## config.mk

```make
export PLATFORM = sky130hd
export DESIGN_NAME = gdps_log_cell
export DESIGN_NICKNAME = d
export VERILOG_FILES = /design/src/sv/gdps_pkg.sv /design/src/sv/gdps_log_cell.sv
export SDC_FILE = /design/constraint.sdc
export NUM_CORES = 2
export LEC_CHECK = 0
export BUFFER_PORTS_ARGS = -buffer_cell sky130_fd_sc_hd__buf_2
export CAP_MARGIN = 20
export CORE_MARGIN = 2
export CORE_UTILIZATION = 55
export CTS_BUF_LIST = sky130_fd_sc_hd__clkbuf_8
export CTS_CLUSTER_SIZE = 25
export DETAILED_ROUTE_END_ITERATION = 6
export PLACE_DENSITY = 0.75
export SYNTH_ARGS = -nofsm -noshare
export SYNTH_HDL_FRONTEND = slang
export SYNTH_SLANG_ARGS = --single-unit
```

## constraint.sdc

```tcl
create_clock -name aclk -period 7.4 [get_ports aclk]
set_clock_uncertainty 0.2 [all_clocks]
set_input_delay 0.37 -clock aclk [delete_from_list [all_inputs] [get_ports aclk]]
set_output_delay 0.37 -clock aclk [all_outputs]
set_load 0.02 [all_outputs]
```

## src/sv/gdps_pkg.sv

```systemverilog
// ----------------------------------------------------------------------------
// Gaussian disc point sampler package
// Shared constants, register codes, cell state types and the CORDIC table.
// ----------------------------------------------------------------------------
`default_nettype none

package gdps_pkg;

    localparam int FRAC_BITS_DEF    = 16;
    localparam int CORDIC_STEPS_DEF = 24;

    localparam logic [31:0]        LN2_Q32      = 32'd2977044472;
    localparam logic signed [33:0] CORDIC_K_Q30 = 34'sd652032874;

    // configuration register codes
    typedef enum logic [2:0] {
        REG_RADIAL_SCALE = 3'd0,
        REG_CENTRE_X     = 3'd1,
        REG_CENTRE_Y     = 3'd2,
        REG_CENTRE_Z     = 3'd3,
        REG_ROT_COL1     = 3'd4,
        REG_ROT_COL2     = 3'd5
    } cfg_reg_t;

    // state handed between cordic cells
    typedef struct packed {
        logic signed [33:0] x;
        logic signed [33:0] y;
        logic signed [32:0] z;
        logic [1:0]         quad;
    } cordic_t;

    // state handed between square root cells
    typedef struct packed {
        logic [63:0] v;
        logic [33:0] rem;
        logic [31:0] root;
    } sqrt_t;

    // arctangent of 2^-idx in 2^-32 turn units
    function automatic logic [31:0] atan_turn(input int idx);
        logic [31:0] a;
        case (idx)
            0:  a = 32'h20000000;
            1:  a = 32'h12E4051E;
            2:  a = 32'h09FB385B;
            3:  a = 32'h051111D4;
            4:  a = 32'h028B0D43;
            5:  a = 32'h0145D7E1;
            6:  a = 32'h00A2F61E;
            7:  a = 32'h00517C55;
            8:  a = 32'h0028BE53;
            9:  a = 32'h00145F2F;
            10: a = 32'h000A2F98;
            11: a = 32'h000517CC;
            12: a = 32'h00028BE6;
            13: a = 32'h000145F3;
            14: a = 32'h0000A2F9;
            15: a = 32'h0000517D;
            16: a = 32'h000028BE;
            17: a = 32'h0000145F;
            18: a = 32'h00000A30;
            19: a = 32'h00000518;
            20: a = 32'h0000028C;
            21: a = 32'h00000146;
            22: a = 32'h000000A3;
            23: a = 32'h00000051;
            24: a = 32'h00000029;
            25: a = 32'h00000014;
            26: a = 32'h0000000A;
            27: a = 32'h00000005;
            28: a = 32'h00000003;
            29: a = 32'h00000001;
            30: a = 32'h00000001;
            default: a = 32'h00000000;
        endcase
        return a;
    endfunction

endpackage

`default_nettype wire

```

## src/sv/gdps_log_cell.sv

```systemverilog
// ----------------------------------------------------------------------------
// Logarithm cell
// One shift-and-square step of the base-2 logarithm, registered.
// ----------------------------------------------------------------------------
`default_nettype none

module gdps_log_cell
    import gdps_pkg::*;
#(
    parameter int FRAC_BITS = FRAC_BITS_DEF
) (
    input  wire logic                 aclk,
    input  wire logic                 en,
    input  wire logic [31:0]          in_x,
    input  wire logic [FRAC_BITS-1:0] in_l,
    input  wire logic [5:0]           in_p,
    output logic      [31:0]          out_x_reg,
    output logic      [FRAC_BITS-1:0] out_l_reg,
    output logic      [5:0]           out_p_reg
);

    logic [63:0] sq;
    logic [32:0] sq_hi;
    logic [31:0] x_next;
    logic [FRAC_BITS-1:0] l_next;

    // square the mantissa, renormalise and take one result bit
    always_comb begin
        sq     = 64'(in_x) * 64'(in_x);
        sq_hi  = sq[63:31];
        if (sq_hi[32]) begin
            x_next = sq_hi[32:1];
        end else begin
            x_next = sq_hi[31:0];
        end
        l_next = {in_l[FRAC_BITS-2:0], sq_hi[32]};
    end

    always_ff @(posedge aclk) begin
        if (en) begin
            out_x_reg <= x_next;
            out_l_reg <= l_next;
            out_p_reg <= in_p;
        end
    end

endmodule

`default_nettype wire

```

Word-level counts from Yosys, hierarchy flattened

Cells that the tools add are included.

Word-level logic and storage cells: 6
Output and inout port bits: 54
Input bits: 56
Register bits: 54

$mul: 1
Muxes and demuxes: 1

Operator list:

| operator                     | number |
|---|---|
| multiplier 32 x 32 -> 64 bit | 1 |
| two-way mux 31 bit           | 1 |

Depth between registers and ports, before layout

Depth in word-level cells: 2
Gate-level depth with buffers: 30
Depth with buffers taken out: 26

Worst setup path after synthesis

Ideal clock, no wire load.

Path type: input port to flip-flop
Start point: input in_x[23]
End point: register out_x_reg[10], data pin
Cell stages on the path: 26
Arrival time: 7.721 ns
Required time: 6.940 ns
Slack: -0.782 ns
Cells stage by stage: clkbuf_1 -> clkbuf_1 -> nand2_1 -> fa_1 -> inv_1 -> fa_1 -> fa_1 -> inv_1 -> fa_1 -> inv_1 -> fa_1 -> fa_1 -> fa_1 -> fa_1 -> ha_1 -> and3_1 -> and4_1 -> o211ai_1 -> a311oi_1 -> o21ai_1 -> o211a_1 -> o21a_4 -> or3_1 -> buf_6 -> buf_12 -> mux2_4

Longest elaborated chain between the ends: 2

RTL lines:

| item                         | RTL line            | text |
|---|---|---|
| start, declared              | gdps_log_cell.sv:14 | `input wire logic [31:0] in_x,` |
| multiplier 32 x 32 -> 64 bit | gdps_log_cell.sv:29 | `sq = 64'(in_x) * 64'(in_x);` |
| two-way mux 31 bit           | gdps_log_cell.sv:31 | `if (sq_hi[32]) begin` |
| via x_next[10]               | gdps_log_cell.sv:24 | `logic [31:0] x_next;` |
| end signal, assigned         | gdps_log_cell.sv:41 | `out_x_reg <= x_next;` |
| end, declared                | gdps_log_cell.sv:17 | `output logic [31:0] out_x_reg,` |

The timed path passes the listed nets, and every way through them passes these cells.
A chain may end at the register's enable or synchronous reset.

Final worst setup path

Start point: input in_x[17]
End point: register out_x_reg[20], data pin

Same word-level chain as after synthesis.

==> run metrics <==
FILL cells=4073; post-route ant nets=0; core area=0.05650 mm2; number of flops mapped to enable cells by yosys=54; commonest non-fill, non-tap cell in the layout=inv_1; gr ovfl total=0; die area=0.05913 mm2; synth top area cells=fa_1, ha_1, inv_1, edfxtp_1, and2_1; area share of the largest cell type after synthesis=50.33%; worst slack at placement=-1.095 ns; CP dominant cell by count=fa_1; Met3 Routed Length=6365 um; CP required=7.27 ns; Async SR Flop Fraction=0%; global-route wire length before repair=139800 um; Max Used Layer=met4; H-tree levels=2; all-layer global routing usage=30.30%; FMAX=128.1 MHz; IO buf count=108; Slew Limit Fails=0; Num CTS Buffers=5; Synth Flop Type=edfxtp_1; CTS tree=done; Final #Nets=5010; WL met2=44970 um; max reg flops=32; Post-Synthesis Cells=3282; Die Y-Extent=243.2 um; Yosys warning count=0; CP endpoint kind=flop; die width=243.2 um; M1 WL=31220 um; Tightest Pin Transition=0.5736 ns; Final setup viols=33; max cap viols=0; layout cells sized above 1=23.63%; Seq/Total Area, Yosys=5.154%; routed len/inst=18.78 um; clock sink count=54; DR iter-0 viols=1490; min cycle time layout=7.805 ns; initial antenna violation count=3; period utilisation layout=105.5%; Worst path max stage delay=0.59 ns; CP arrival=7.67 ns; vias per cell=5.242; flops & latches, synth=54; commonest cells after routing, fill and taps aside=inv_1, fa_1, buf_4, ha_1, nand2_1; Clock Tree Root=clkbuf_8; # DRC=0; Layout area overhead=22.98%; Cell Rows=87; Slowest-stage cell, CP=fa_1; crit path kind=primary input to flop; fin cells=4622; vias in the first global route=27250; Final Hold Fails=0; Hold-fix buffers, CTS=0; Post-DP HPWL=73590 um; Mapped Nets=4429; Setup TNS=-11.43 ns; Worst Hold Class=primary input to flop; IO Pins=110; final setup margin=-0.4048 ns; starting density of the core=55.69%; gpl congestion=0.9658; synth unique cells=67; status=finished, violations left; Worst-path clk slew=0.10 ns; failing checks=setup timing; RSZ-0062 raised after global routing=true; critical path startpoint category=primary input; Slew Limit Headroom=61.76%; drt total wl=86820 um; synthesized area per cell=9.586 um2; routed via count=24230; Final Hold Slack=0.01581 ns; leading area contributor after synthesis=fa_1; CP max FO=7; # placed instances=4569; Pre-Repair DR Iteration Count=5; Max Root-Sink Buffers=2; largest net degree at the start of global routing=46; synthesized area=0.03146 mm2
-- worst max-delay path: cells and delay by family --
family | cells | cell delay [ns]
compound gates | 5 | 1.05
mux | 1 | 0.29
buf+inv | 8 | 0.84
simple gates | 3 | 0.73
fa+ha+maj | 9 | 4.36
-- cells in the mapped netlist (all sizes together), types with 15 or more instances --
library cell / number
inv: 986
fa: 791
ha: 300
nand2: 294
and2: 236
clkbuf: 117
a21oi: 66
nor2: 62
edfxtp: 54
xnor2: 41
a21o: 37
xor2: 34
o21ai: 32
nand4: 19
mux2: 18
o21bai: 17
nor3: 15
-- routing by layer --
layer	vias up	global-route usage, %
met4	0	12.31
met3	248	4.544
met5	-	0
met1	12300	36.73
met2	879	54.08
li1	10810	-
-- cell families (layout without fill, tap and decap cells) --
| group | Yosys count | count (layout) | share of synthesized area [%] |
|---|---|---|---|
| AOI/OAI and AO/OA | 238 | 238 | 5.115 |
| xor gates and xnor gates | 75 | 75 | 2.088 |
| DFF | 54 | 54 | 5.154 |
| adders and majority gates | 1091 | 1091 | 62.27 |
| other | 0 | 2 | 0 |
| buffers and inverters | 1111 | 1693 | 13.42 |
| muxes | 30 | 30 | 1.205 |
| and+or+nand+nor | 683 | 683 | 10.75 |
-- worst paths after layout --
path / depth (start not counted) / startpoint / to / slack [ns]
max: 26 / in_x[17] / out_x_reg[20] / -0.40
min: 1 / in_l[1] / out_l_reg[2] / 0.02
-- repair_timing --
item | 4_1_cts | 5_1_grt
pin swaps | 39 | 31
setup buffers | 24 | 13
gates cloned | 6 | 2
setup endpoints to repair | 33 | 33
resized for setup | 165 | 82
-- layout make-up --
| class | instances | area (um2) | share of cell area [%] |
|---|---|---|---|
| diodes | 2 | 5.005 | 0.01294 |
| inverters | 987 | 3717 | 9.608 |
| well taps | 756 | 945.9 | 2.445 |
| multi-input cells | 2117 | 26460 | 68.39 |
| clock buffers | 5 | 68.82 | 0.1779 |
| clock inverters | 3 | 16.27 | 0.04204 |
| flip-flops and latches | 54 | 1622 | 4.191 |
| repair buffers | 698 | 5856 | 15.13 |
-- metrics by stage --
stage,area (um2),util (%)
after detailed placement,37060,65.59
after global placement,37060,65.59
after CTS,38150,67.52
final,38690,68.48
after global routing,38690,68.48
after floorplan,32050,-
Power is left out: the tool's default activity adds up to more than one toggle a clock period on the data nets, which glitch-free logic cannot reach.
