===== src/sv/gdps_pkg.sv =====
// ----------------------------------------------------------------------------
// Gaussian disc point sampler package
// Shared constants, register codes, cell state types and the CORDIC table.
// ----------------------------------------------------------------------------
`default_nettype none

package gdps_pkg;

    localparam int FRAC_BITS_DEF    = 16;
    localparam int CORDIC_STEPS_DEF = 24;

    localparam logic [31:0]        LN2_Q32      = 32'd2977044472;
    localparam logic signed [33:0] CORDIC_K_Q30 = 34'sd652032874;

    // configuration register codes
    typedef enum logic [2:0] {
        REG_RADIAL_SCALE = 3'd0,
        REG_CENTRE_X     = 3'd1,
        REG_CENTRE_Y     = 3'd2,
        REG_CENTRE_Z     = 3'd3,
        REG_ROT_COL1     = 3'd4,
        REG_ROT_COL2     = 3'd5
    } cfg_reg_t;

    // state handed between cordic cells
    typedef struct packed {
        logic signed [33:0] x;
        logic signed [33:0] y;
        logic signed [32:0] z;
        logic [1:0]         quad;
    } cordic_t;

    // state handed between square root cells
    typedef struct packed {
        logic [63:0] v;
        logic [33:0] rem;
        logic [31:0] root;
    } sqrt_t;

    // arctangent of 2^-idx in 2^-32 turn units
    function automatic logic [31:0] atan_turn(input int idx);
        logic [31:0] a;
        case (idx)
            0:  a = 32'h20000000;
            1:  a = 32'h12E4051E;
            2:  a = 32'h09FB385B;
            3:  a = 32'h051111D4;
            4:  a = 32'h028B0D43;
            5:  a = 32'h0145D7E1;
            6:  a = 32'h00A2F61E;
            7:  a = 32'h00517C55;
            8:  a = 32'h0028BE53;
            9:  a = 32'h00145F2F;
            10: a = 32'h000A2F98;
            11: a = 32'h000517CC;
            12: a = 32'h00028BE6;
            13: a = 32'h000145F3;
            14: a = 32'h0000A2F9;
            15: a = 32'h0000517D;
            16: a = 32'h000028BE;
            17: a = 32'h0000145F;
            18: a = 32'h00000A30;
            19: a = 32'h00000518;
            20: a = 32'h0000028C;
            21: a = 32'h00000146;
            22: a = 32'h000000A3;
            23: a = 32'h00000051;
            24: a = 32'h00000029;
            25: a = 32'h00000014;
            26: a = 32'h0000000A;
            27: a = 32'h00000005;
            28: a = 32'h00000003;
            29: a = 32'h00000001;
            30: a = 32'h00000001;
            default: a = 32'h00000000;
        endcase
        return a;
    endfunction

endpackage

`default_nettype wire


===== src/sv/gdps_sqrt_cell.sv =====
// ----------------------------------------------------------------------------
// Square root cell
// One restoring digit of the integer square root, registered.
// ----------------------------------------------------------------------------
`default_nettype none

module gdps_sqrt_cell
    import gdps_pkg::*;
(
    input  wire logic  aclk,
    input  wire logic  en,
    input  wire sqrt_t in_st,
    output sqrt_t      out_st_reg
);

    logic [35:0] rem2;
    logic [35:0] trial;
    logic [35:0] diff;
    logic        ge;
    sqrt_t       st_next;

    // bring down two radicand bits and try the next root bit
    always_comb begin
        rem2          = {in_st.rem, in_st.v[63:62]};
        trial         = {2'b00, in_st.root, 2'b01};
        diff          = rem2 - trial;
        ge            = (rem2 >= trial);
        st_next.v     = {in_st.v[61:0], 2'b00};
        st_next.rem   = ge ? diff[33:0] : rem2[33:0];
        st_next.root  = {in_st.root[30:0], ge};
    end

    always_ff @(posedge aclk) begin
        if (en) begin
            out_st_reg <= st_next;
        end
    end

endmodule

`default_nettype wire


===== config.mk =====
export PLATFORM = sky130hd
export DESIGN_NAME = gdps_sqrt_cell
export DESIGN_NICKNAME = d
export VERILOG_FILES = /design/src/sv/gdps_pkg.sv /design/src/sv/gdps_sqrt_cell.sv
export SDC_FILE = /design/constraint.sdc
export NUM_CORES = 1
export LEC_CHECK = 0
export BUFFER_PORTS_ARGS = -buffer_cell sky130_fd_sc_hd__buf_2
export CAP_MARGIN = 10
export CORE_ASPECT_RATIO = 0.75
export CORE_MARGIN = 3
export CORE_UTILIZATION = 49
export DETAILED_ROUTE_END_ITERATION = 8
export GPL_ROUTABILITY_DRIVEN = 0
export PLACE_DENSITY = 0.84
export SLEW_MARGIN = 20
export SYNTH_ARGS = -nofsm -noshare
export SYNTH_HDL_FRONTEND = slang
export SYNTH_SLANG_ARGS = --single-unit
export TNS_END_PERCENT = 20

===== constraint.sdc =====
create_clock -name aclk -period 3.5 [get_ports aclk]
set_input_delay 0.7 -clock aclk [delete_from_list [all_inputs] [get_ports aclk]]
set_output_delay 0.7 -clock aclk [all_outputs]
set_load 0.01 [all_outputs]

# [Word level (Yosys, flattened, before mapping)]
# Cells that the tools add are included.
# W data, S select, Z words.
[totals] register_bits=128 wordCells=6 in_bits=132
[classes] muxes=1 add_sub_neg=1 order_cmp=1
[op_table] op="$ge A36 B34 Y1" count=1
[op_table] op="$mux W34" count=1
[op_table] op="$sub A34 B34 Y34" count=1

# [Depth between registers and ports, before layout]
[logic_depth] ltp_word=2 mapped_depth=13 mapped_depth_nobuf=10

# [Worst setup path after synthesis]
# No wires, ideal clock.
[synth_path] path_type="input-to-reg" startpoint="input port in_st[9] (netlist name)" endpoint="register out_st_reg[59] (netlist name) (data pin)" slack_ns=0.541 path_buffers=0 t_arrival_ns=2.699 t_required_ns=3.240 setup_ns=0.260 cell_stages=10 path_cell_list="inv_1 -> ha_1 -> a21o_1 -> a31o_1 -> a211oi_4 -> o211ai_2 -> a21bo_2 -> mux2i_1 -> o221ai_1 -> mux2_4"
[synth_rtl] element="start: declaration" line_no="gdps_sqrt_cell.sv:12" text="input wire sqrt_t in_st,"
[synth_rtl] element="end signal: assignment" line_no="gdps_sqrt_cell.sv:35" text="out_st_reg <= st_next;"
[synth_rtl] element="end: declaration" line_no="gdps_sqrt_cell.sv:13" text="output sqrt_t out_st_reg"

==> impl_results.rst <==
.. list-table::
   :header-rows: 1

   * - Metric
     - Value
   * - Status
     - completed
   * - Gr usage total
     - 0.245
   * - IO Pins
     - 262
   * - Share of layout cells above drive strength 1
     - 0.406
   * - Clock tree from TritonCTS
     - done
   * - Synthesized area per cell
     - 12.5 µm²
   * - Largest net degree at the start of global routing
     - 66
   * - Quantity of I/O buffers inserted on ports
     - 259
   * - Placement Rows
     - 35
   * - CTS Hold Bufs
     - 0
   * - DR vias
     - 5159
   * - Shortest clock period the worst path allows after layout
     - 2.98 ns
   * - First-pass DRT Iterations
     - 4
   * - Class of the worst hold path
     - input pin to flip-flop
   * - RSZ-0062 raised after global routing
     - no
   * - Share of the cycle needed by the critical path after routing
     - 0.853
   * - Die W
     - 137 µm
   * - Highest attainable clock frequency
     - around 340 MHz
   * - Count of state elements after synthesis
     - 128
   * - Cell Pwr Density
     - 536 mW/mm²
   * - Placed Cells
     - 925
   * - Yosys warning count
     - 0
   * - Leakage Power
     - 0.00377 µW
   * - Cells traversed along the worst timing path
     - buf_2 > inv_1 > ha_1 > a21o_1 > a31o_1 > a211oi_4 > a2111oi_4 > o41ai_2 > o21ai_1 > xnor2_1 > o21ai_1
   * - Count of final hold-check violations
     - 0
   * - Global route total overflow
     - 0
   * - Buffer levels on the longest clock path
     - 2
   * - TritonCTS Sinks
     - 128
   * - Vias in the first global route
     - 5033
   * - Count of distinct cell types in the synthesized netlist
     - between 60 and 70
   * - Reg clk slew, reported paths
     - 0.06 ns
   * - DR DRC count
     - 0
   * - Number of failing setup endpoints in the final timing report
     - 0
   * - DPL Wire Length
     - 13200 µm
   * - CTS resizes
     - 0
   * - Hold path depth
     - 1
   * - Wirelength per Cell
     - around 19 µm
   * - Arrival time worst endpoint
     - 3.16 ns
   * - Number of antenna violations at the first check in global routing
     - 2
   * - Crit-path most repeated cell
     - o21ai_1
   * - Wire length of the first global-routing pass
     - 26900 µm
   * - Synth-to-layout area growth
     - 33.0%
   * - Post-synthesis instance area
     - 0.00631 mm²
   * - Layout net count
     - 944
   * - Number of violations of the max-capacitance limit
     - 0
   * - Most used flip-flop cell after synthesis
     - edfxtp_1
   * - H-tree depth
     - 4
   * - Max FO, Critical Path
     - 7
   * - Vertical die dimension
     - roughly 100 µm
   * - Final cell count without fillers
     - 958
   * - Async set-or-reset flop fraction in the synthesized netlist
     - 0
   * - Kind of capture point of the worst setup path
     - flip-flop
   * - Max_slew headroom
     - 0.575
   * - Total Die Area
     - roughly 0.014 mm²
   * - Max-slew violation count
     - 0
   * - Initial core utilization
     - 0.508
   * - Mapped Cells
     - 507
   * - Post-CTS setup buffer count
     - 0
   * - WS Path Type
     - input pin to flip-flop
   * - Total Neg Setup Slack
     - 0 ns
   * - Average via count per standard cell
     - 5.39
   * - Total design power
     - 4500 µW
   * - Required time of the critical path
     - 3.67 ns
   * - Sequential element share of the synthesized area
     - 0.609
   * - Floorplan core area
     - ~0.012 mm²
   * - ANT nets after route
     - 0
   * - Worst ir drop on vdd
     - 365 µV
   * - Total Routed Length
     - 18000 µm
   * - DRC violation total after the first TritonRoute iteration
     - 357
   * - Kind of start point of the critical path
     - input pin
   * - Root Buffer
     - clkbuf_16
   * - Number of flops mapped to enable cells by yosys
     - about 130
   * - Largest stage delay, worst path
     - 0.54 ns
   * - Actual slew at the worst max-slew pin
     - 0.631 ns
   * - Clock buffer count from CTS
     - 17
   * - CP max stage cell
     - o41ai_2
   * - Number of flip-flops under the largest register name
     - about 130
==> final cells by class <==
type                            count  area (µm²)
Tap cell                          166         208
Inverter                           43         163
Clock inverter                     15         149
Clock buffer                       17         425
Timing Repair Buffer              267        1390
Antenna cell                        1        2.50
Sequential cell                   128        3840
Multi-Input combinational cell    321        2220
Fill cell                         914        4040
==> layout by cell type, fill, tap and decap left out, drive strengths merged, types with 3 or more instances in the layout <==
| cell type | n |
|---|---|
| buf | 267 |
| edfxtp | 128 |
| nand2 | 58 |
| inv | 50 |
| o21ai | 46 |
| ha | 34 |
| a21oi | 28 |
| a21o | 20 |
| nor2 | 18 |
| clkbuf | 17 |
| xnor2 | 14 |
| xor2 | 13 |
| nor3 | 10 |
| nand4 | 7 |
| nand3 | 6 |
| nand2b | 5 |
| a31oi | 5 |
| o31ai | 5 |
| and3 | 5 |
| and2 | 5 |
| mux2i | 4 |
| clkinv | 4 |
| o41ai | 3 |
| clkinvlp | 3 |
| o211ai | 3 |
| o21a | 3 |
==> cells in the mapped netlist, types with 5 or more instances <==
cell | instances | area share
nand2b_1 | 5 | 0.0050
xnor2_1 | 14 | 0.019
nand2_1 | 58 | 0.034
a21o_1 | 19 | 0.023
nand3_1 | 6 | 0.0048
ha_1 | 34 | 0.067
nor3_1 | 10 | 0.0079
a21oi_1 | 28 | 0.022
nand4_1 | 6 | 0.0059
xor2_1 | 13 | 0.018
edfxtp_1 | 128 | 0.61
o21ai_0 | 41 | 0.032
buf_2 | 6 | 0.0048
nor2_1 | 18 | 0.011
inv_1 | 42 | 0.025
==> layer usage <==
metal  global-route usage  routed length, µm  part of all wire  up-vias
met4               0.0919                519             0.029        2
met5                    0                 13           0.00072        -
li1                     -                  -                 -     2416
met1                0.297               6930              0.39     2445
met3               0.0754               1650             0.092       40
met2                0.409               8840              0.49      256
==> worst max-delay path, delay by kind of cell <==
kind | cells | cell delay (ns)
AOI/OAI and AO/OA | 7 | 1.76
xor gates and xnor gates | 1 | 0.17
buffers and inverters | 2 | 0.13
adders and majority gates | 1 | 0.39
==> power breakdown <==
part / internal (µW) / switching [µW] / total (µW)
Clock: 999 / 739 / 1740
Sequential: 1880 / 40.2 / 1920
Combinational: 349 / 494 / 843
==> kinds of logic after synthesis <==
logic type      Yosys count  synth area share
buf+inv                  59            0.0408
mux                       5           0.00872
flops                   128             0.609
compound gates          133             0.148
xor+xnor                 27            0.0374
fa+ha+maj                34            0.0674
simple gates            120            0.0888
other cells               1          0.000594
==> metrics by stage <==
stage / util / cell area, µm² / hold slack [ns] / setup slack [ns]
3_3_place_gp: 0.629 / 7820 / 0.877 / 0.153
5_1_grt: 0.675 / 8400 / 0.439 / 0.360
2_1_floorplan: - / 6320 / 0.799 / 0.541
4_1_cts: 0.675 / 8390 / 0.440 / 0.582
6_report: 0.675 / 8400 / 0.459 / 0.516
3_5_place_dp: 0.629 / 7820 / 0.879 / 0.166
==> final timing paths <==
kind | start | endpoint | slack, ns
setup / recovery | in_st[9] | out_st_reg[61] | 0.52
hold / removal | in_st[76] | out_st_reg[78] | 0.46
Note: power is estimated with default switching activity, not from simulation.
