==> src/sv/gdps_pkg.sv <==
// ----------------------------------------------------------------------------
// Gaussian disc point sampler package
// Shared constants, register codes, cell state types and the CORDIC table.
// ----------------------------------------------------------------------------
`default_nettype none

package gdps_pkg;

    localparam int FRAC_BITS_DEF    = 16;
    localparam int CORDIC_STEPS_DEF = 24;

    localparam logic [31:0]        LN2_Q32      = 32'd2977044472;
    localparam logic signed [33:0] CORDIC_K_Q30 = 34'sd652032874;

    // configuration register codes
    typedef enum logic [2:0] {
        REG_RADIAL_SCALE = 3'd0,
        REG_CENTRE_X     = 3'd1,
        REG_CENTRE_Y     = 3'd2,
        REG_CENTRE_Z     = 3'd3,
        REG_ROT_COL1     = 3'd4,
        REG_ROT_COL2     = 3'd5
    } cfg_reg_t;

    // state handed between cordic cells
    typedef struct packed {
        logic signed [33:0] x;
        logic signed [33:0] y;
        logic signed [32:0] z;
        logic [1:0]         quad;
    } cordic_t;

    // state handed between square root cells
    typedef struct packed {
        logic [63:0] v;
        logic [33:0] rem;
        logic [31:0] root;
    } sqrt_t;

    // arctangent of 2^-idx in 2^-32 turn units
    function automatic logic [31:0] atan_turn(input int idx);
        logic [31:0] a;
        case (idx)
            0:  a = 32'h20000000;
            1:  a = 32'h12E4051E;
            2:  a = 32'h09FB385B;
            3:  a = 32'h051111D4;
            4:  a = 32'h028B0D43;
            5:  a = 32'h0145D7E1;
            6:  a = 32'h00A2F61E;
            7:  a = 32'h00517C55;
            8:  a = 32'h0028BE53;
            9:  a = 32'h00145F2F;
            10: a = 32'h000A2F98;
            11: a = 32'h000517CC;
            12: a = 32'h00028BE6;
            13: a = 32'h000145F3;
            14: a = 32'h0000A2F9;
            15: a = 32'h0000517D;
            16: a = 32'h000028BE;
            17: a = 32'h0000145F;
            18: a = 32'h00000A30;
            19: a = 32'h00000518;
            20: a = 32'h0000028C;
            21: a = 32'h00000146;
            22: a = 32'h000000A3;
            23: a = 32'h00000051;
            24: a = 32'h00000029;
            25: a = 32'h00000014;
            26: a = 32'h0000000A;
            27: a = 32'h00000005;
            28: a = 32'h00000003;
            29: a = 32'h00000001;
            30: a = 32'h00000001;
            default: a = 32'h00000000;
        endcase
        return a;
    endfunction

endpackage

`default_nettype wire

==> src/sv/gdps_cordic_cell.sv <==
// ----------------------------------------------------------------------------
// CORDIC cell
// One rotation-mode CORDIC micro-rotation with a fixed shift, registered.
// ----------------------------------------------------------------------------
`default_nettype none

module gdps_cordic_cell
    import gdps_pkg::*;
#(
    parameter int IDX = 0
) (
    input  wire logic    aclk,
    input  wire logic    en,
    input  wire cordic_t in_st,
    output cordic_t      out_st_reg
);

    localparam logic signed [32:0] ATAN = $signed({1'b0, atan_turn(IDX)});

    logic signed [33:0] dx;
    logic signed [33:0] dy;
    cordic_t            st_next;

    // rotate towards zero residual angle
    always_comb begin
        dx = in_st.x >>> IDX;
        dy = in_st.y >>> IDX;
        st_next.quad = in_st.quad;
        if (!in_st.z[32]) begin
            st_next.x = in_st.x - dy;
            st_next.y = in_st.y + dx;
            st_next.z = in_st.z - ATAN;
        end else begin
            st_next.x = in_st.x + dy;
            st_next.y = in_st.y - dx;
            st_next.z = in_st.z + ATAN;
        end
    end

    always_ff @(posedge aclk) begin
        if (en) begin
            out_st_reg <= st_next;
        end
    end

endmodule

`default_nettype wire

==> config.mk <==
export PLATFORM = sky130hd
export DESIGN_NAME = gdps_cordic_cell
export DESIGN_NICKNAME = d
export VERILOG_FILES = /design/src/sv/gdps_pkg.sv /design/src/sv/gdps_cordic_cell.sv
export SDC_FILE = /design/constraint.sdc
export NUM_CORES = 1
export LEC_CHECK = 0
export BUFFER_PORTS_ARGS = -buffer_cell sky130_fd_sc_hd__buf_2
export CORE_MARGIN = 1.5
export CORE_UTILIZATION = 50
export CTS_CLUSTER_SIZE = 16
export DETAILED_ROUTE_END_ITERATION = 10
export PLACE_DENSITY_LB_ADDON = 0.2
export SLEW_MARGIN = 20
export SYNTH_ARGS = -nofsm -noshare
export SYNTH_HDL_FRONTEND = slang
export SYNTH_SLANG_ARGS = --single-unit
==> constraint.sdc <==
create_clock -name aclk -period 2.9 [get_ports aclk]
set_input_delay 0.435 -clock aclk [delete_from_list [all_inputs] [get_ports aclk]]
set_output_delay 0.435 -clock aclk [all_outputs]
set_load 0.005 [all_outputs]
; Yosys cells after proc, flatten, opt, wreduce, memory -nomap -nowiden
; Cells that the tools add are included.
[op_classes]
n_addsub = 5
n_mux = 1
[op_table]
columns = operator, n
row1 = $mux W101, 1
row2 = $sub A34 B34 Y34, 2
row3 = $add A34 B34 Y34, 1
row4 = $add A33 B31 Y33 const B, 1
row5 = $sub A33 B31 Y33 const B, 1
[word_totals]
reg_bits = 103
inputBits = 105

; Depth between registers and ports, before layout
[depth]
depth_word = 2
mapped_depth = 13
depth_no_buf = 12

; Least setup slack after synthesis
; No wires, ideal clock.
[synth_timing]
path_kind = input port to flip-flop
startpoint = input in_st[40] (netlist bit)
endpoint = register out_st_reg[96] (netlist bit) (data pin)
setup_ps = 267
arrival_ps = 2692
slack_ps = -59
stages = 12
n_path_buf = 1
cell_sequence = inv_1 ha_1 buf_6 or2_0 or4_1 a21oi_2 o2111a_1 or3_4 a21oi_2 o41a_1 a31oi_1 xnor2_1
[synth_lines]
columns = element, line_no
row1 = "start, declared", gdps_cordic_cell.sv:14  ; input wire cordic_t in_st,
row2 = "end signal, assigned", gdps_cordic_cell.sv:42  ; out_st_reg <= st_next;
row3 = "end, declared", gdps_cordic_cell.sv:15  ; output cordic_t out_st_reg

==> Implementation_results.wiki <==
{| class="wikitable"
! Metric !! Value
|-
| Pre-Repair DR Iteration Count || 5
|-
| Clock input transition at the sequential cells of the worst setup and hold paths || about 0.07 ns
|-
| Portion of the post-synthesis area used by sequential elements || 0.340
|-
| Grt ovf || 0
|-
| Most used standard cells in the synthesized netlist || sky130_fd_sc_hd__a21oi_1, sky130_fd_sc_hd__inv_1, sky130_fd_sc_hd__edfxtp_1
|-
| Number of clock sinks seen by CTS || 102
|-
| Via count of the first global-routing pass || roughly 9,000
|-
| Maximum number of pins on one net before global-route repair || 49
|-
| Final critical-path share of the clock period || 0.981
|-
| Cell-internal power || roughly 3.5 mW
|-
| Die Y || 137 microns
|-
| Data arrival, critical path || approximately 3 ns
|-
| Initial antenna violation count || 0
|-
| Buffers from clock root to sink, at most || 2
|-
| Total nets after synthesis || 1,230
|-
| Number of top-level design ports || around 210
|-
| Maximum fanout count along the critical path || 3
|-
| Initial standard-cell utilization of the core || 0.516
|-
| Violation count after the first detailed-routing iteration || between 1,000 and 1,500
|-
| Number of buffers added by the clock tree synthesis step || 9
|-
| Worst Path Class, Setup || in2reg
|-
| Top post-synthesis cells by area || sky130_fd_sc_hd__edfxtp_1, sky130_fd_sc_hd__ha_1, sky130_fd_sc_hd__a21oi_1
|-
| Critical Path End Type || register
|-
| Startpoint of the lowest-slack hold path || in_st[6]
|-
| CTS tree || yes
|-
| Post-detailed-placement cell area || roughly 12,000 sq um
|-
| Average detailed-routed wire length per instance || roughly 19 microns
|-
| Gate power share || 0.418
|-
| Count of buffers from port buffering || 207
|-
| Synth cell types || 67
|-
| Number of enable-type register cells in the synthesized netlist || 102
|-
| All-Layer GR Usage || 0.328
|-
| Final hold viol count || 0
|-
| Setup repair after global routing missed its margin || true
|-
| Most repeated cell in the gate-level netlist after synthesis || sky130_fd_sc_hd__a21oi_1
|-
| Synth Instances || approximately 1,000
|-
| Number of remaining DRC errors || 0
|-
| Fraction of the core area covered by cells at the end of the flow || 0.721
|-
| Max Fclk || about 350 MHz
|-
| Per-instance average area after synthesis || roughly 8.8 sq um
|-
| Depth of the worst hold-timing path || 1
|-
| Predominant post-synthesis flop cell || sky130_fd_sc_hd__edfxtp_1
|-
| Via count || 9,557
|-
| Max H-tree Level || 3
|-
| Switching power || 1.89 mW
|-
| Area share of the leading cell type in the synthesized netlist || 0.340
|-
| Global placement routability congestion || 0.982
|-
| Total number of yosys warnings || 0
|-
| Number of flip-flops and latches in the synthesized netlist || just over 100
|-
| Register cell area after layout || between 3000 and 4000 sq um
|-
| Hold Path Sink || out_st_reg[6]
|-
| Count of filler cells inserted in the layout || approximately 1,400
|-
| Die span in x || between 100 and 150 microns
|-
| DP Wirelength || roughly 26,000 microns
|-
| Setup crit start kind || input port
|-
| Number of nets in the layout || approximately 1,700
|-
| Drt via density || around 5.7
|-
| Clock root buffer master || sky130_fd_sc_hd__clkbuf_16
|-
| Slew headroom || 0.622
|-
| Async set-or-reset flop fraction in the synthesized netlist || 0
|-
| Cell leakage power || around 6 nW
|-
| Max-cap violation count || 0
|-
| Switching part of the total power || 0.348
|-
| Core region area || roughly 17,000 sq um
|-
| Post-synth top area cell || sky130_fd_sc_hd__edfxtp_1
|-
| Clock network fraction of total power || 0.221
|-
| Result of the run || complete, no violations
|-
| Sequential power share || 0.361
|-
| Worst IR drop on VDD || 0.325 mV
|-
| Number of nets with antenna violations after detailed routing || 0
|-
| Fraction of layout instances using a drive strength above 1 || 0.369
|-
| Overall die area || approximately 19,000 sq um
|-
| Area of combinational cells with multiple inputs || approximately 5600 sq um
|-
| Post-synthesis instance area || approximately 9000 sq um
|-
| Data required time at the worst endpoint || between 3 and 4 ns
|-
| Minimum clock period after layout || between 2 and 3 ns
|-
| Area of all placed cells without fillers || roughly 13,000 sq um
|-
| First-pass GRT wire length || ~47,000 microns
|-
| Power per cell area || roughly 430 nW/um^2
|-
| Number of flip-flops in the largest register || between 100 and 150
|-
| Number of max-slew violations in the final report || 0
|-
| Finish-stage setup viols || 0
|-
| Actual slew at the worst max-slew pin || about 0.57 ns
|-
| Core Rows || 48
|-
| Hold Path Class || in2reg
|-
| Worst setup path startpoint || in_st[69]
|-
| Synthesis-to-finish area growth || 39.9%
|-
| Diode insertion count for antenna repair || 0
|-
| Aggregate routed wire length || around 31,000 microns
|}
[cells in the final DEF, fill, tap and decap left out, drive strengths merged, types with 10 or more instances in the layout]
cell / instances
nand2: 47
o31ai: 16
a21o: 18
o21a: 10
nor2: 75
a21oi: 127
buf: 466
nand4: 15
xnor2: 54
nand3: 12
mux2i: 12
inv: 112
ha: 101
o21bai: 22
edfxtp: 102
o21ai: 73
xor2: 11
nor3: 22
nand2b: 13
a211oi: 22
[power groups by stage]
stage | registers [mW] | clock network (mW) | logic, mW
detailed placement | 1.99 | 0 | 2.14
CTS | 1.96 | 1.20 | 2.17
global route | 1.98 | 1.25 | 2.44
global placement | 1.98 | 0 | 2.12
floorplan | 2.01 | 0 | 0.998
finish | 1.96 | 1.20 | 2.27
[stage by stage]
step | cells | worst slack, ns | power [mW] | hold WS [ns] | setup TNS, ns
2_1_floorplan | 1020 | -0.0268 | 3.01 | 0.534 | -0.0268
3_3_place_gp | 1662 | -0.614 | 4.10 | 0.612 | -11.19
3_5_place_dp | 1662 | -0.656 | 4.13 | 0.613 | -13.30
4_1_cts | 1677 | 0.00430 | 5.33 | 0.240 | 0
5_1_grt | 1679 | -0.00838 | 5.67 | 0.239 | -0.0145
6_report | 1679 | 0.0548 | 5.42 | 0.243 | 0
[final cells by class]
cell class	count	area share
Multi-Input combinational cell	759	0.440
Sequential cell	102	0.243
Timing Repair Buffer	466	0.239
Inverter	112	0.0333
Tap cell	225	0.0223
Clock buffer	9	0.0179
Clock inverter	6	0.00447
[worst max path at each step]
stage	cells past startpoint	endpoint	slack (ns)
6_report	16	out_st_reg[89]	0.05
5_1_grt	14	out_st_reg[67]	-0.008
4_1_cts	15	out_st_reg[65]	0.004
3_5_place_dp	13	out_st_reg[101]	-0.66
3_3_place_gp	13	out_st_reg[101]	-0.61
2_1_floorplan	12	out_st_reg[96]	-0.03
[timing repair]
item / 4_1_cts / 5_1_grt
buffers inserted: 0 / 2
resized for setup: 14 / 49
hold buffers: 0 / 0
pin swaps: 2 / 17
setup endpoints to repair: 16 / 26
[worst max-delay path: stages]
cell	delay [ns]
sky130_fd_sc_hd__buf_2	0.10
sky130_fd_sc_hd__inv_1	0.05
sky130_fd_sc_hd__ha_2	0.19
sky130_fd_sc_hd__fa_2	0.38
sky130_fd_sc_hd__nor2b_2	0.15
sky130_fd_sc_hd__o31ai_1	0.08
sky130_fd_sc_hd__buf_4	0.16
sky130_fd_sc_hd__a21oi_1	0.12
sky130_fd_sc_hd__a21o_1	0.24
sky130_fd_sc_hd__buf_4	0.19
sky130_fd_sc_hd__a21oi_4	0.07
sky130_fd_sc_hd__o21bai_2	0.24
sky130_fd_sc_hd__a211oi_2	0.11
sky130_fd_sc_hd__a21oi_1	0.18
sky130_fd_sc_hd__xnor2_1	0.12
sky130_fd_sc_hd__buf_4	0.15
[layer usage]
| layer | global-route usage | wire (microns) | vias to the layer above |
|---|---|---|---|
| met5 | 0 | 0 | - |
| met4 | 0.0912 | 686 | 0 |
| met3 | 0.0320 | 2710 | 46 |
| met2 | 0.520 | 14000 | 501 |
| met1 | 0.476 | 14000 | 4479 |
| li1 | - | - | 4531 |
[cell families (layout without fill, tap and decap cells)]
group           Yosys count  after routing  share of synthesized area
mux                      12             12                     0.0133
xor+xnor                 65             65                     0.0632
flops                   102            102                      0.340
compound gates          349            349                      0.243
simple gates            228            228                      0.122
fa+ha+maj               105            105                      0.149
buf+inv                 159            593                     0.0696
Power figures use the tool's default switching activity.
